$ cat src/sv/wmc_pkg.sv
// ----------------------------------------------------------------------------
// wmc_pkg
// Shared types and constants of the watch mode and time-set controller.
// ----------------------------------------------------------------------------
package wmc_pkg;

  // Tick counter width; tick differences wrap modulo 2^TICK_W
  localparam int TICK_W    = 32;
  localparam int NOW_W     = 32;
  localparam int CFG_W     = 16;
  localparam int CFG_IDX_W = 2;
  localparam int HOUR_W    = 5;
  localparam int MIN_W     = 6;
  localparam int CUR_W     = 2;

  localparam logic [HOUR_W-1:0] HOUR_MAX = HOUR_W'(23);
  localparam logic [MIN_W-1:0]  MIN_MAX  = MIN_W'(59);

  // Cursor codes; both cursors wrap after the last entry
  localparam logic [CUR_W-1:0] CUR_LAST   = CUR_W'(2);
  localparam logic [CUR_W-1:0] EDIT_HOUR  = CUR_W'(0);
  localparam logic [CUR_W-1:0] EDIT_MIN   = CUR_W'(1);
  localparam logic [CUR_W-1:0] EDIT_SAVE  = CUR_W'(2);

  localparam logic [CFG_W-1:0] TIMEOUT_RST      = CFG_W'(5000);
  localparam logic [CFG_W-1:0] REPEAT_DELAY_RST = CFG_W'(500);
  localparam logic [CFG_W-1:0] REPEAT_INTVL_RST = CFG_W'(100);

  typedef enum logic [2:0] {
    MODE_CLOCK    = 3'd0,
    MODE_SET      = 3'd1,
    MODE_SENSORS  = 3'd2,
    MODE_MENU     = 3'd3,
    MODE_INACTIVE = 3'd4
  } wmc_mode_t;

  typedef enum logic [CFG_IDX_W-1:0] {
    REG_TIMEOUT      = 2'd0,
    REG_REPEAT_DELAY = 2'd1,
    REG_REPEAT_INTVL = 2'd2
  } wmc_reg_t;

  typedef struct packed {
    logic [CFG_W-1:0] timeout;
    logic [CFG_W-1:0] repeat_delay;
    logic [CFG_W-1:0] repeat_intvl;
  } wmc_cfg_t;

  typedef struct packed {
    wmc_mode_t         mode;
    logic [CUR_W-1:0]  menu_pos;
    logic [CUR_W-1:0]  edit_pos;
    logic              sel_pend;
    logic [TICK_W-1:0] last_act;
    logic              btn_was_held;
    logic [TICK_W-1:0] press_start;
    logic [TICK_W-1:0] last_repeat;
    logic              disp_en;
  } wmc_state_t;

  typedef struct packed {
    logic [NOW_W-1:0]  now_ms;
    logic              button_held;
    logic              select_main_event;
    logic              select_aux_event;
    logic              wake_event;
    logic [HOUR_W-1:0] clock_hours;
    logic [MIN_W-1:0]  clock_minutes;
  } wmc_item_t;

  typedef struct packed {
    logic [2:0]        mode;
    logic [CUR_W-1:0]  menu_cursor;
    logic [CUR_W-1:0]  edit_field;
    logic [HOUR_W-1:0] new_hours;
    logic [MIN_W-1:0]  new_minutes;
    logic              time_write;
    logic              display_on;
  } wmc_result_t;

endpackage

$ cat src/sv/wmc_if.sv
// ----------------------------------------------------------------------------
// wmc_in_if / wmc_out_if
// Valid/ready channels carrying poll requests and result requests.
// ----------------------------------------------------------------------------
interface wmc_in_if;
  import wmc_pkg::*;

  logic              valid;
  logic              ready;
  logic [NOW_W-1:0]  now_ms;
  logic              button_held;
  logic              select_main_event;
  logic              select_aux_event;
  logic              wake_event;
  logic [HOUR_W-1:0] clock_hours;
  logic [MIN_W-1:0]  clock_minutes;

  modport source (
    output valid, now_ms, button_held, select_main_event, select_aux_event,
           wake_event, clock_hours, clock_minutes,
    input  ready
  );
  modport sink (
    input  valid, now_ms, button_held, select_main_event, select_aux_event,
           wake_event, clock_hours, clock_minutes,
    output ready
  );
endinterface

interface wmc_out_if;
  import wmc_pkg::*;

  logic              valid;
  logic              ready;
  logic [2:0]        mode;
  logic [CUR_W-1:0]  menu_cursor;
  logic [CUR_W-1:0]  edit_field;
  logic [HOUR_W-1:0] new_hours;
  logic [MIN_W-1:0]  new_minutes;
  logic              time_write;
  logic              display_on;

  modport source (
    output valid, mode, menu_cursor, edit_field, new_hours, new_minutes,
           time_write, display_on,
    input  ready
  );
  modport sink (
    input  valid, mode, menu_cursor, edit_field, new_hours, new_minutes,
           time_write, display_on,
    output ready
  );
endinterface

$ cat src/sv/wmc_step.sv
// ----------------------------------------------------------------------------
// wmc_step
// One poll of the mode machine: next controller state and the result request.
// ----------------------------------------------------------------------------
module wmc_step (
  input  wmc_pkg::wmc_cfg_t    cfg,
  input  wmc_pkg::wmc_state_t  state,
  input  wmc_pkg::wmc_item_t   item,
  output wmc_pkg::wmc_state_t  state_nxt,
  output wmc_pkg::wmc_result_t result
);
  import wmc_pkg::*;

  function automatic logic [CUR_W-1:0] cur_adv(input logic [CUR_W-1:0] c);
    cur_adv = (c == CUR_LAST) ? '0 : c + CUR_W'(1);
  endfunction

  logic [TICK_W-1:0] now;
  logic [TICK_W-1:0] last_act_a;
  logic [TICK_W-1:0] last_act_b;
  logic [TICK_W-1:0] idle_ms;
  logic [TICK_W-1:0] held_ms;
  logic [TICK_W-1:0] since_rep_ms;
  logic              sel_pend_a;
  logic              sel_pend_b;
  logic              timeout_hit;
  logic              press_edge;
  logic              repeat_due;
  logic              wake_any;
  logic              bump;
  wmc_mode_t         mode_a;
  wmc_mode_t         mode_nxt;
  logic [CUR_W-1:0]  edit_pos_a;
  wmc_state_t        st;
  logic [HOUR_W-1:0] hours;
  logic [MIN_W-1:0]  minutes;

  // Record select events, then check for inactivity timeout
  assign now         = item.now_ms[TICK_W-1:0];
  assign sel_pend_a  = state.sel_pend | item.select_main_event | item.select_aux_event;
  assign last_act_a  = item.select_main_event ? now : state.last_act;
  assign idle_ms     = now - last_act_a;
  assign timeout_hit = idle_ms >= {{(TICK_W-CFG_W){1'b0}}, cfg.timeout};
  assign mode_a      = timeout_hit ? MODE_INACTIVE : state.mode;
  assign sel_pend_b  = timeout_hit ? 1'b0 : sel_pend_a;
  assign last_act_b  = timeout_hit ? now : last_act_a;

  // Set-time cursor moves before the press is evaluated
  assign edit_pos_a = (mode_a == MODE_SET && sel_pend_b) ? cur_adv(state.edit_pos)
                                                         : state.edit_pos;

  // Press and auto-repeat timing
  assign held_ms      = now - state.press_start;
  assign since_rep_ms = now - state.last_repeat;
  assign press_edge   = item.button_held & ~state.btn_was_held;
  assign repeat_due   = item.button_held & state.btn_was_held &
                        (held_ms > {{(TICK_W-CFG_W){1'b0}}, cfg.repeat_delay}) &
                        (since_rep_ms > {{(TICK_W-CFG_W){1'b0}}, cfg.repeat_intvl});
  assign bump         = (mode_a == MODE_SET) & (press_edge | repeat_due) &
                        (edit_pos_a != EDIT_SAVE);
  assign wake_any     = item.wake_event | sel_pend_b | item.button_held;

  // Next mode
  always_comb begin
    mode_nxt = mode_a;
    unique case (mode_a)
      MODE_CLOCK: begin
        if (item.button_held) mode_nxt = MODE_MENU;
      end
      MODE_MENU: begin
        if (item.button_held) mode_nxt = wmc_mode_t'({1'b0, state.menu_pos});
      end
      MODE_SET: begin
        if (press_edge && edit_pos_a == EDIT_SAVE) mode_nxt = MODE_MENU;
      end
      MODE_INACTIVE: begin
        if (wake_any) mode_nxt = MODE_CLOCK;
      end
      default: mode_nxt = mode_a;
    endcase
  end

  // Cursors, timers, display and time increment
  always_comb begin
    st          = state;
    st.mode     = mode_nxt;
    st.sel_pend = sel_pend_b;
    st.last_act = last_act_b;
    st.edit_pos = edit_pos_a;
    hours       = item.clock_hours;
    minutes     = item.clock_minutes;
    case (mode_a)
      MODE_CLOCK: begin
        if (item.button_held) st.last_act = now;
      end
      MODE_MENU: begin
        if (item.button_held) st.last_act = now;
        if (sel_pend_b) begin
          st.menu_pos = cur_adv(state.menu_pos);
          st.sel_pend = 1'b0;
        end
      end
      MODE_SET: begin
        if (sel_pend_b) st.sel_pend = 1'b0;
        if (item.button_held) begin
          st.last_act = now;
          if (press_edge) begin
            st.press_start = now;
            st.last_repeat = now;
          end else if (repeat_due) begin
            st.last_repeat = now;
          end
        end else begin
          st.press_start = '0;
          st.last_repeat = '0;
        end
        st.btn_was_held = item.button_held;
      end
      MODE_INACTIVE: begin
        st.disp_en = wake_any;
        if (wake_any) st.last_act = now;
      end
      default: ;
    endcase
    if (bump) begin
      if (edit_pos_a == EDIT_HOUR) begin
        hours = (item.clock_hours < HOUR_MAX) ? item.clock_hours + HOUR_W'(1) : '0;
      end else begin
        minutes = (item.clock_minutes < MIN_MAX) ? item.clock_minutes + MIN_W'(1) : '0;
      end
    end
  end

  assign state_nxt = st;

  assign result.mode        = st.mode;
  assign result.menu_cursor = st.menu_pos;
  assign result.edit_field  = st.edit_pos;
  assign result.new_hours   = hours;
  assign result.new_minutes = minutes;
  assign result.time_write  = bump;
  assign result.display_on  = st.disp_en;

endmodule

$ cat src/sv/watch_mode_and_time_set_controller.sv
// ----------------------------------------------------------------------------
// watch_mode_and_time_set_controller
// Mode machine of a watch: clock, menu, set-time and inactive modes.
// ----------------------------------------------------------------------------
// Each poll request is registered, stepped through the mode machine and its
// result request registered. While out_port.ready stays high, a new poll is
// accepted every cycle. While a finished result waits on out_port.ready, one
// more poll is taken into the input register, and then in_port.ready stays
// low until the waiting result is accepted. The rate is set by the loop
// through the controller state registers; each poll sees the state left by
// the one before it. Configuration writes take effect for polls stepped after
// the write.
module watch_mode_and_time_set_controller (
  input  logic                             clk,
  input  logic                             rst_n,
  wmc_in_if.sink                           in_port,
  wmc_out_if.source                        out_port,
  input  logic                             cfg_we,
  input  logic [wmc_pkg::CFG_IDX_W-1:0]    cfg_idx,
  input  logic [wmc_pkg::CFG_W-1:0]        cfg_wdata
);
  import wmc_pkg::*;

  wmc_cfg_t    cfg_r;
  wmc_state_t  state_r;
  wmc_state_t  state_nxt;
  wmc_item_t   in_item_r;
  logic        in_valid_r;
  wmc_result_t res_r;
  wmc_result_t result;
  logic        out_valid_r;
  logic        advance;
  logic        in_take;

  // Step the registered poll when the result register is free or being read
  assign advance       = in_valid_r & (~out_valid_r | out_port.ready);
  assign in_port.ready = ~in_valid_r | advance;
  assign in_take       = in_port.valid & in_port.ready;

  // Configuration registers
  always_ff @(posedge clk) begin
    if (!rst_n) begin
      cfg_r.timeout      <= TIMEOUT_RST;
      cfg_r.repeat_delay <= REPEAT_DELAY_RST;
      cfg_r.repeat_intvl <= REPEAT_INTVL_RST;
    end else if (cfg_we) begin
      unique case (wmc_reg_t'(cfg_idx))
        REG_TIMEOUT:      cfg_r.timeout      <= cfg_wdata;
        REG_REPEAT_DELAY: cfg_r.repeat_delay <= cfg_wdata;
        REG_REPEAT_INTVL: cfg_r.repeat_intvl <= cfg_wdata;
        default: ;
      endcase
    end
  end

  // Hold the input request
  always_ff @(posedge clk) begin
    if (in_take) begin
      in_item_r.now_ms            <= in_port.now_ms;
      in_item_r.button_held       <= in_port.button_held;
      in_item_r.select_main_event <= in_port.select_main_event;
      in_item_r.select_aux_event  <= in_port.select_aux_event;
      in_item_r.wake_event        <= in_port.wake_event;
      in_item_r.clock_hours       <= in_port.clock_hours;
      in_item_r.clock_minutes     <= in_port.clock_minutes;
    end
  end

  // Controller state and channel valids
  always_ff @(posedge clk) begin
    if (!rst_n) begin
      in_valid_r           <= 1'b0;
      out_valid_r          <= 1'b0;
      state_r.mode         <= MODE_CLOCK;
      state_r.menu_pos     <= '0;
      state_r.edit_pos     <= '0;
      state_r.sel_pend     <= 1'b0;
      state_r.last_act     <= '0;
      state_r.btn_was_held <= 1'b0;
      state_r.press_start  <= '0;
      state_r.last_repeat  <= '0;
      state_r.disp_en      <= 1'b1;
    end else begin
      if (in_take)      in_valid_r <= 1'b1;
      else if (advance) in_valid_r <= 1'b0;
      if (advance) begin
        state_r     <= state_nxt;
        out_valid_r <= 1'b1;
      end else if (out_port.ready) begin
        out_valid_r <= 1'b0;
      end
    end
  end

  wmc_step u_step (
    .cfg       (cfg_r),
    .state     (state_r),
    .item      (in_item_r),
    .state_nxt (state_nxt),
    .result    (result)
  );

  // Hold the result request
  always_ff @(posedge clk) begin
    if (advance) res_r <= result;
  end

  assign out_port.valid       = out_valid_r;
  assign out_port.mode        = res_r.mode;
  assign out_port.menu_cursor = res_r.menu_cursor;
  assign out_port.edit_field  = res_r.edit_field;
  assign out_port.new_hours   = res_r.new_hours;
  assign out_port.new_minutes = res_r.new_minutes;
  assign out_port.time_write  = res_r.time_write;
  assign out_port.display_on  = res_r.display_on;

  // Display is off exactly in the inactive mode
  a_disp_mode: assert property (@(posedge clk) disable iff (!rst_n)
    out_valid_r |-> ((res_r.mode == MODE_INACTIVE) == !res_r.display_on))
    else $error("display enable disagrees with mode");

  // A time write only comes from set-time mode
  a_write_mode: assert property (@(posedge clk) disable iff (!rst_n)
    (out_valid_r && res_r.time_write) |-> (res_r.mode == MODE_SET))
    else $error("time write outside set-time mode");

  // Cursors never reach the unused code
  a_cursor: assert property (@(posedge clk) disable iff (!rst_n)
    (state_r.menu_pos != 2'd3) && (state_r.edit_pos != 2'd3))
    else $error("cursor out of range");

  // State moves only when a poll is stepped
  a_state_hold: assert property (@(posedge clk) disable iff (!rst_n)
    !advance |=> $stable(state_r))
    else $error("state changed without a stepped poll");

endmodule

$ cat src/flat_wrapper.sv
// flat-port wrapper written by rule: the top's interface ports become plain ports
module watch_mode_and_time_set_controller_flat import wmc_pkg::*;
  (clk, rst_n, cfg_we, cfg_idx, cfg_wdata, in_port_valid, in_port_now_ms, in_port_button_held, in_port_select_main_event, in_port_select_aux_event, in_port_wake_event, in_port_clock_hours, in_port_clock_minutes, in_port_ready, out_port_valid, out_port_mode, out_port_menu_cursor, out_port_edit_field, out_port_new_hours, out_port_new_minutes, out_port_time_write, out_port_display_on, out_port_ready);
  wmc_in_if in_port_i ();
  wmc_out_if out_port_i ();
  input  logic clk;
  input  logic rst_n;
  input  logic cfg_we;
  input  logic [wmc_pkg::CFG_IDX_W-1:0] cfg_idx;
  input  logic [wmc_pkg::CFG_W-1:0] cfg_wdata;
  input wire logic [$bits(in_port_i.valid)-1:0] in_port_valid;
  input wire logic [$bits(in_port_i.now_ms)-1:0] in_port_now_ms;
  input wire logic [$bits(in_port_i.button_held)-1:0] in_port_button_held;
  input wire logic [$bits(in_port_i.select_main_event)-1:0] in_port_select_main_event;
  input wire logic [$bits(in_port_i.select_aux_event)-1:0] in_port_select_aux_event;
  input wire logic [$bits(in_port_i.wake_event)-1:0] in_port_wake_event;
  input wire logic [$bits(in_port_i.clock_hours)-1:0] in_port_clock_hours;
  input wire logic [$bits(in_port_i.clock_minutes)-1:0] in_port_clock_minutes;
  output wire logic [$bits(in_port_i.ready)-1:0] in_port_ready;
  output wire logic [$bits(out_port_i.valid)-1:0] out_port_valid;
  output wire logic [$bits(out_port_i.mode)-1:0] out_port_mode;
  output wire logic [$bits(out_port_i.menu_cursor)-1:0] out_port_menu_cursor;
  output wire logic [$bits(out_port_i.edit_field)-1:0] out_port_edit_field;
  output wire logic [$bits(out_port_i.new_hours)-1:0] out_port_new_hours;
  output wire logic [$bits(out_port_i.new_minutes)-1:0] out_port_new_minutes;
  output wire logic [$bits(out_port_i.time_write)-1:0] out_port_time_write;
  output wire logic [$bits(out_port_i.display_on)-1:0] out_port_display_on;
  input wire logic [$bits(out_port_i.ready)-1:0] out_port_ready;
  assign in_port_i.valid = in_port_valid;
  assign in_port_i.now_ms = in_port_now_ms;
  assign in_port_i.button_held = in_port_button_held;
  assign in_port_i.select_main_event = in_port_select_main_event;
  assign in_port_i.select_aux_event = in_port_select_aux_event;
  assign in_port_i.wake_event = in_port_wake_event;
  assign in_port_i.clock_hours = in_port_clock_hours;
  assign in_port_i.clock_minutes = in_port_clock_minutes;
  assign in_port_ready = in_port_i.ready;
  assign out_port_valid = out_port_i.valid;
  assign out_port_mode = out_port_i.mode;
  assign out_port_menu_cursor = out_port_i.menu_cursor;
  assign out_port_edit_field = out_port_i.edit_field;
  assign out_port_new_hours = out_port_i.new_hours;
  assign out_port_new_minutes = out_port_i.new_minutes;
  assign out_port_time_write = out_port_i.time_write;
  assign out_port_display_on = out_port_i.display_on;
  assign out_port_i.ready = out_port_ready;
  watch_mode_and_time_set_controller u_core (.clk(clk), .rst_n(rst_n), .in_port(in_port_i), .out_port(out_port_i), .cfg_we(cfg_we), .cfg_idx(cfg_idx), .cfg_wdata(cfg_wdata));
endmodule
$ cat config.mk
export PLATFORM = sky130hd
export DESIGN_NAME = watch_mode_and_time_set_controller_flat
export DESIGN_NICKNAME = d
export VERILOG_FILES = /design/src/sv/wmc_pkg.sv /design/src/sv/wmc_if.sv /design/src/sv/wmc_step.sv /design/src/sv/watch_mode_and_time_set_controller.sv /design/src/flat_wrapper.sv
export SDC_FILE = /design/constraint.sdc
export NUM_CORES = 1
export LEC_CHECK = 0
export BUFFER_PORTS_ARGS = -buffer_cell sky130_fd_sc_hd__buf_2
export CAP_MARGIN = 25
export CORE_UTILIZATION = 46
export DETAILED_ROUTE_END_ITERATION = 6
export PLACE_DENSITY_LB_ADDON = 0.08
export SYNTH_ARGS = -nofsm -noshare
export SYNTH_HDL_FRONTEND = slang
export SYNTH_SLANG_ARGS = --single-unit
$ cat constraint.sdc
create_clock -name clk -period 7.4 [get_ports clk]
set_input_delay 0.37 -clock clk [delete_from_list [all_inputs] [get_ports clk]]
set_output_delay 0.37 -clock clk [all_outputs]
set_load 0.01 [all_outputs]
==> Implementation_results.wiki <==
{| class="wikitable"
! Metric !! Value
|-
| WL final || 47700 µm
|-
| Launching point of the worst reg2reg path || u_core.in_item_r[19]
|-
| Actual transition at the worst max-transition pin || 0.826 ns
|-
| Destination of the worst register-to-register timing path || u_core.out_port.new_minutes[0]
|-
| Largest delay share family, worst path || simple AND/OR/NAND/NOR gates
|-
| Minimum period implied by the final worst setup slack || ~6 ns
|-
| GR Overflow Total || 0
|-
| Area fraction in and, or, nand and nor cells after synthesis || approximately a fifth
|-
| Area share of fa/ha/maj cells after synthesis || 11.6%
|-
| Data arrival time at the worst-slack endpoint || 6.27 ns
|-
| Setup WS post-layout || 1.41 ns
|-
| Cell count after synthesis || 1997
|-
| CP startpoint || u_core.in_item_r[19]
|-
| YS warnings || 0
|-
| Endpoint with the worst hold slack || u_core.in_item_r[46]
|-
| Starting DRC count in detailed routing || approximately 1000
|-
| Clock net sink count || 223
|-
| Wire length per cell || 18.7 µm
|-
| Initial core utilization || 46.9%
|-
| Remaining design rule violation count || 0
|-
| Worst Reg-to-Reg Cells || 22
|-
| Run status || finished, final reports clean
|-
| Top cell type's share of synthesized area || between 10% and 20%
|-
| Clk Latency, worst-skew pair || 0.55 ns
|-
| Clock-pin slew reported for the worst setup and hold paths after clock tree synthesis || 0.06 ns
|-
| Switching power total || 1040 µW
|-
| Most common cell after layout, fill and taps aside || nand2_1
|-
| Clock group share of total power || roughly 37%
|-
| Count of flip-flops with a built-in enable after synthesis || between 60 and 70
|-
| Fraction of final layout cells sized beyond drive strength 1 || approximately 9.0%
|-
| Die height || 190 µm
|-
| Number of slew-limit violations in the final report || 0
|-
| IO buf count || 91
|-
| Clock root buffer master || clkbuf_16
|-
| CP Launch Type || flip-flop
|-
| Path type of the worst min-delay path || in -> reg
|-
| Maximum fanout encountered on the critical timing path || 7
|-
| Remaining antenna violation count after routing || 0
|-
| Leakage power of the design || 0.00690 µW
|-
| Post-cts sizing count || 0
|-
| Pre-CTS setup slack || 1.52 ns
|-
| Power per cell area || 186 nW/µm²
|-
| Bufs on Longest Clock Path || 3
|-
| Max capacitance violation total || 0
|-
| Worst-case vdd ir drop || ~0.19 mV
|-
| Width of the die || 190 µm
|-
| Data required time at the worst endpoint || ~7.7 ns
|-
| Number of post-CTS setup repair buffers || 0
|-
| Worst path buffer plus inverter count || 0
|-
| Endpoint kind of the worst setup timing path || flip-flop
|-
| Post-synthesis net count || 2215
|-
| Hold Path Depth || 1
|-
| Largest incremental delay on the critical path || 0.55 ns
|-
| Top cell by count, worst path || o21ai_0
|-
| Worst R2R Setup Slack || 1.41 ns
|-
| Average instance area after synthesis || between 8 and 9 µm²
|-
| Total routing resource utilization after global routing || 26.3%
|-
| I/O pin cnt || between 90 and 100
|-
| Ordered list of cells on the worst path || ha_1, a21o_1, a211o_1, o21ai_0, nand2_1, and2_1, o21ai_0, nand2b_1, and2_1, o21ai_0, nand2b_1, xor2_1, ha_1, nand4_1, nor4_1, a31oi_1, or4b_1, nor4_1, nand4_1, a21o_1, nand3_1, mux2_2
|-
| Most frequent cells in the layout || nand2_1, a21oi_1, dfxtp_1
|-
| Vias in the first global route || 14286
|-
| Number of vias in the routed layout || between 10000 and 15000
|-
| XOR/XNOR share of the synthesized area || roughly 3.2%
|-
| Floorplan die area || roughly 36000 µm²
|-
| Post-DP HPWL || approximately 36000 µm
|-
| Flip-flop and latch count after synthesis || 223
|-
| Cell internal power dissipation || 2350 µW
|-
| Core area || 34700 µm²
|-
| Remaining max-slew budget at the tightest pin || 44.9%
|-
| Router iterations before antenna repair || 5
|-
| CTS tree || yes
|-
| Fraction of synthesized area in multiplexers || 5.14%
|-
| Sequential element share of the synthesized area || 31.5%
|-
| Share of synthesized flip-flops with an asynchronous set or reset || 0%
|-
| Nets@finish || 2292
|-
| Library cell contributing the largest single delay on the critical path || or4b_1
|-
| Distinct cell type count of the synthesized netlist || 98
|-
| Clock buffers created by TritonCTS || 25
|-
| Post-synthesis cell area || 16300 µm²
|-
| Global-route wire length before repair || 76100 µm
|-
| Filler cells || 3375
|-
| Worst clock skew || between 0.02 and 0.025 ns
|-
| Setup Viol. Count Final || 0
|-
| Setup repair after global routing missed its margin || no
|-
| Net switching share of the total power || 30.7%
|-
| Startpoint of the tightest hold check path || in_port_now_ms[31]
|-
| Complex-gate fraction of the synthesized area || 22.7%
|-
| Share of the cycle needed by the critical path after routing || approximately four fifths
|-
| Vias per cell || 5.85
|-
| Cell taking the most area after synthesis || dfxtp_1
|-
| Maximum level of the CTS H-tree || 1
|-
| Initial antenna violation count || 0
|-
| Highest clock frequency the design can meet || 167 MHz
|-
| Count of antenna diodes in the layout || 0
|-
| Synth top area cells || dfxtp_1, edfxtp_1, ha_1
|-
| Dominant synthesized flop cell || dfxtp_1
|-
| Relative contribution of combinational cells to total power || approximately 23%
|-
| Pin count of the biggest net entering global routing || 77
|-
| Dominant combinational cell family by area after synthesis || compound AO/OA/AOI/OAI gates
|-
| Hold violation total from the final report || 0
|-
| Part of the power in registers || 39.9%
|-
| Signed area change from the synthesized netlist to the final layout || 11.9%
|-
| Total Negative Setup Slacks || 0 ns
|-
| Number of placement rows || 68
|-
| Critical setup path kind || reg -> reg
|-
| Last weighted congestion value of the routability-driven placer || 0.913
|}
metrics by stage:
stage	instance area (µm²)	total power (µW)	util (%)	hold WS (ns)	std cells
2_1_floorplan	16300	1930	-	0.432	1997
3_3_place_gp	17000	2130	49.0	0.439	2466
3_5_place_dp	17100	2130	49.1	0.443	2468
4_1_cts	18200	3410	52.5	0.000739	2548
5_1_grt	18200	3560	52.5	0.00386	2548
6_report	18200	3390	52.5	0.0167	2548
cell usage after synthesis (23+ instances only):
cell / number
a211oi_1: 23
a21o_1: 34
a21oi_1: 227
and2_1: 46
clkbuf_1: 65
dfxtp_1: 156
edfxtp_1: 67
ha_1: 145
inv_1: 146
mux2i_1: 74
nand2_1: 250
nand3_1: 55
nand4_1: 50
nor2_1: 115
nor3_1: 26
o211ai_1: 34
o21ai_0: 115
xnor2_1: 39
worst register-to-register path: cells and delay by family, from the launching register on:
| family | cells | cell delay (ns) |
|---|---|---|
| AO/OA/AOI/OAI | 7 | 1.68 |
| flip-flops | 1 | 0.53 |
| XOR/XNOR | 1 | 0.15 |
| AND/OR/NAND/NOR | 11 | 2.28 |
| adder cells (fa/ha/maj) | 2 | 0.71 |
| multiplexers | 1 | 0.35 |
per-layer routing:
metal,track usage (%),vias to the layer above,part of all wire [%]
met5,0,-,0
met4,9.00,0,3.2
met3,3.86,86,6.1
met2,42.3,370,45
met1,36.0,7063,46
li1,-,7394,-
flip-flops by register name, summed over array words and instances (netlist names):
name / count
u_core.out_port.new_minutes: 6
u_core.out_port.edit_field: 2
u_core.in_item_r: 47
u_core.in_valid_r: 1
u_core.out_port.new_hours: 5
u_core.out_port.menu_cursor: 2
u_core.out_port.time_write: 1
u_core.cfg_r: 48
u_core.out_port.valid: 1
u_core.out_port.mode: 3
u_core.out_port.display_on: 1
u_core.state_r: 106
worst max path at each step:
stage                                     endpoint  slack [ns]  depth (start not counted)
floorplan             u_core.out_port.new_hours[0]        2.16                         22
detailed placement  u_core.out_port.new_minutes[0]        1.52                         22
global route                    u_core.state_r[19]        0.88                         20
finish              u_core.out_port.new_minutes[0]        1.41                         22
CTS                 u_core.out_port.new_minutes[0]        1.45                         22
global placement                u_core.state_r[26]        1.63                         24
power by group through the flow:
stage | Combinational, µW | Clock, µW | Sequential [µW]
global route | 875 | 1330 | 1350
floorplan | 575 | 0 | 1360
CTS | 778 | 1280 | 1350
finish | 786 | 1250 | 1350
global placement | 751 | 0 | 1380
detailed placement | 759 | 0 | 1380
repair_timing:
action / 4_1_cts / 5_1_grt
hold buffers: 34 / 0
endpoints found under the hold margin: 34 / 0
endpoints found under the setup margin: 0 / 0
area by class of cell:
class                           instances  area, µm²  area share (%)
Clock buffer                           33        696            3.82
Clock inverter                         13        121           0.666
Inverter                              147        554            3.04
Multi-Input combinational cell       1538      10200            56.1
Sequential cell                       223       5130            28.2
Tap cell                              455        569            3.13
Timing Repair Buffer                  139        925            5.08
logic make-up (layout without fill, tap and decap cells):
group                      count (synthesis)  count (layout)
and+or+nand+nor                          660             660
AOI/OAI and AO/OA                        587             587
buffers and inverters                    236             332
DFF                                      223             223
adders and majority gates                149             149
muxes                                     82              82
xor gates and xnor gates                  60              60
(Power assumes the default switching activity.)
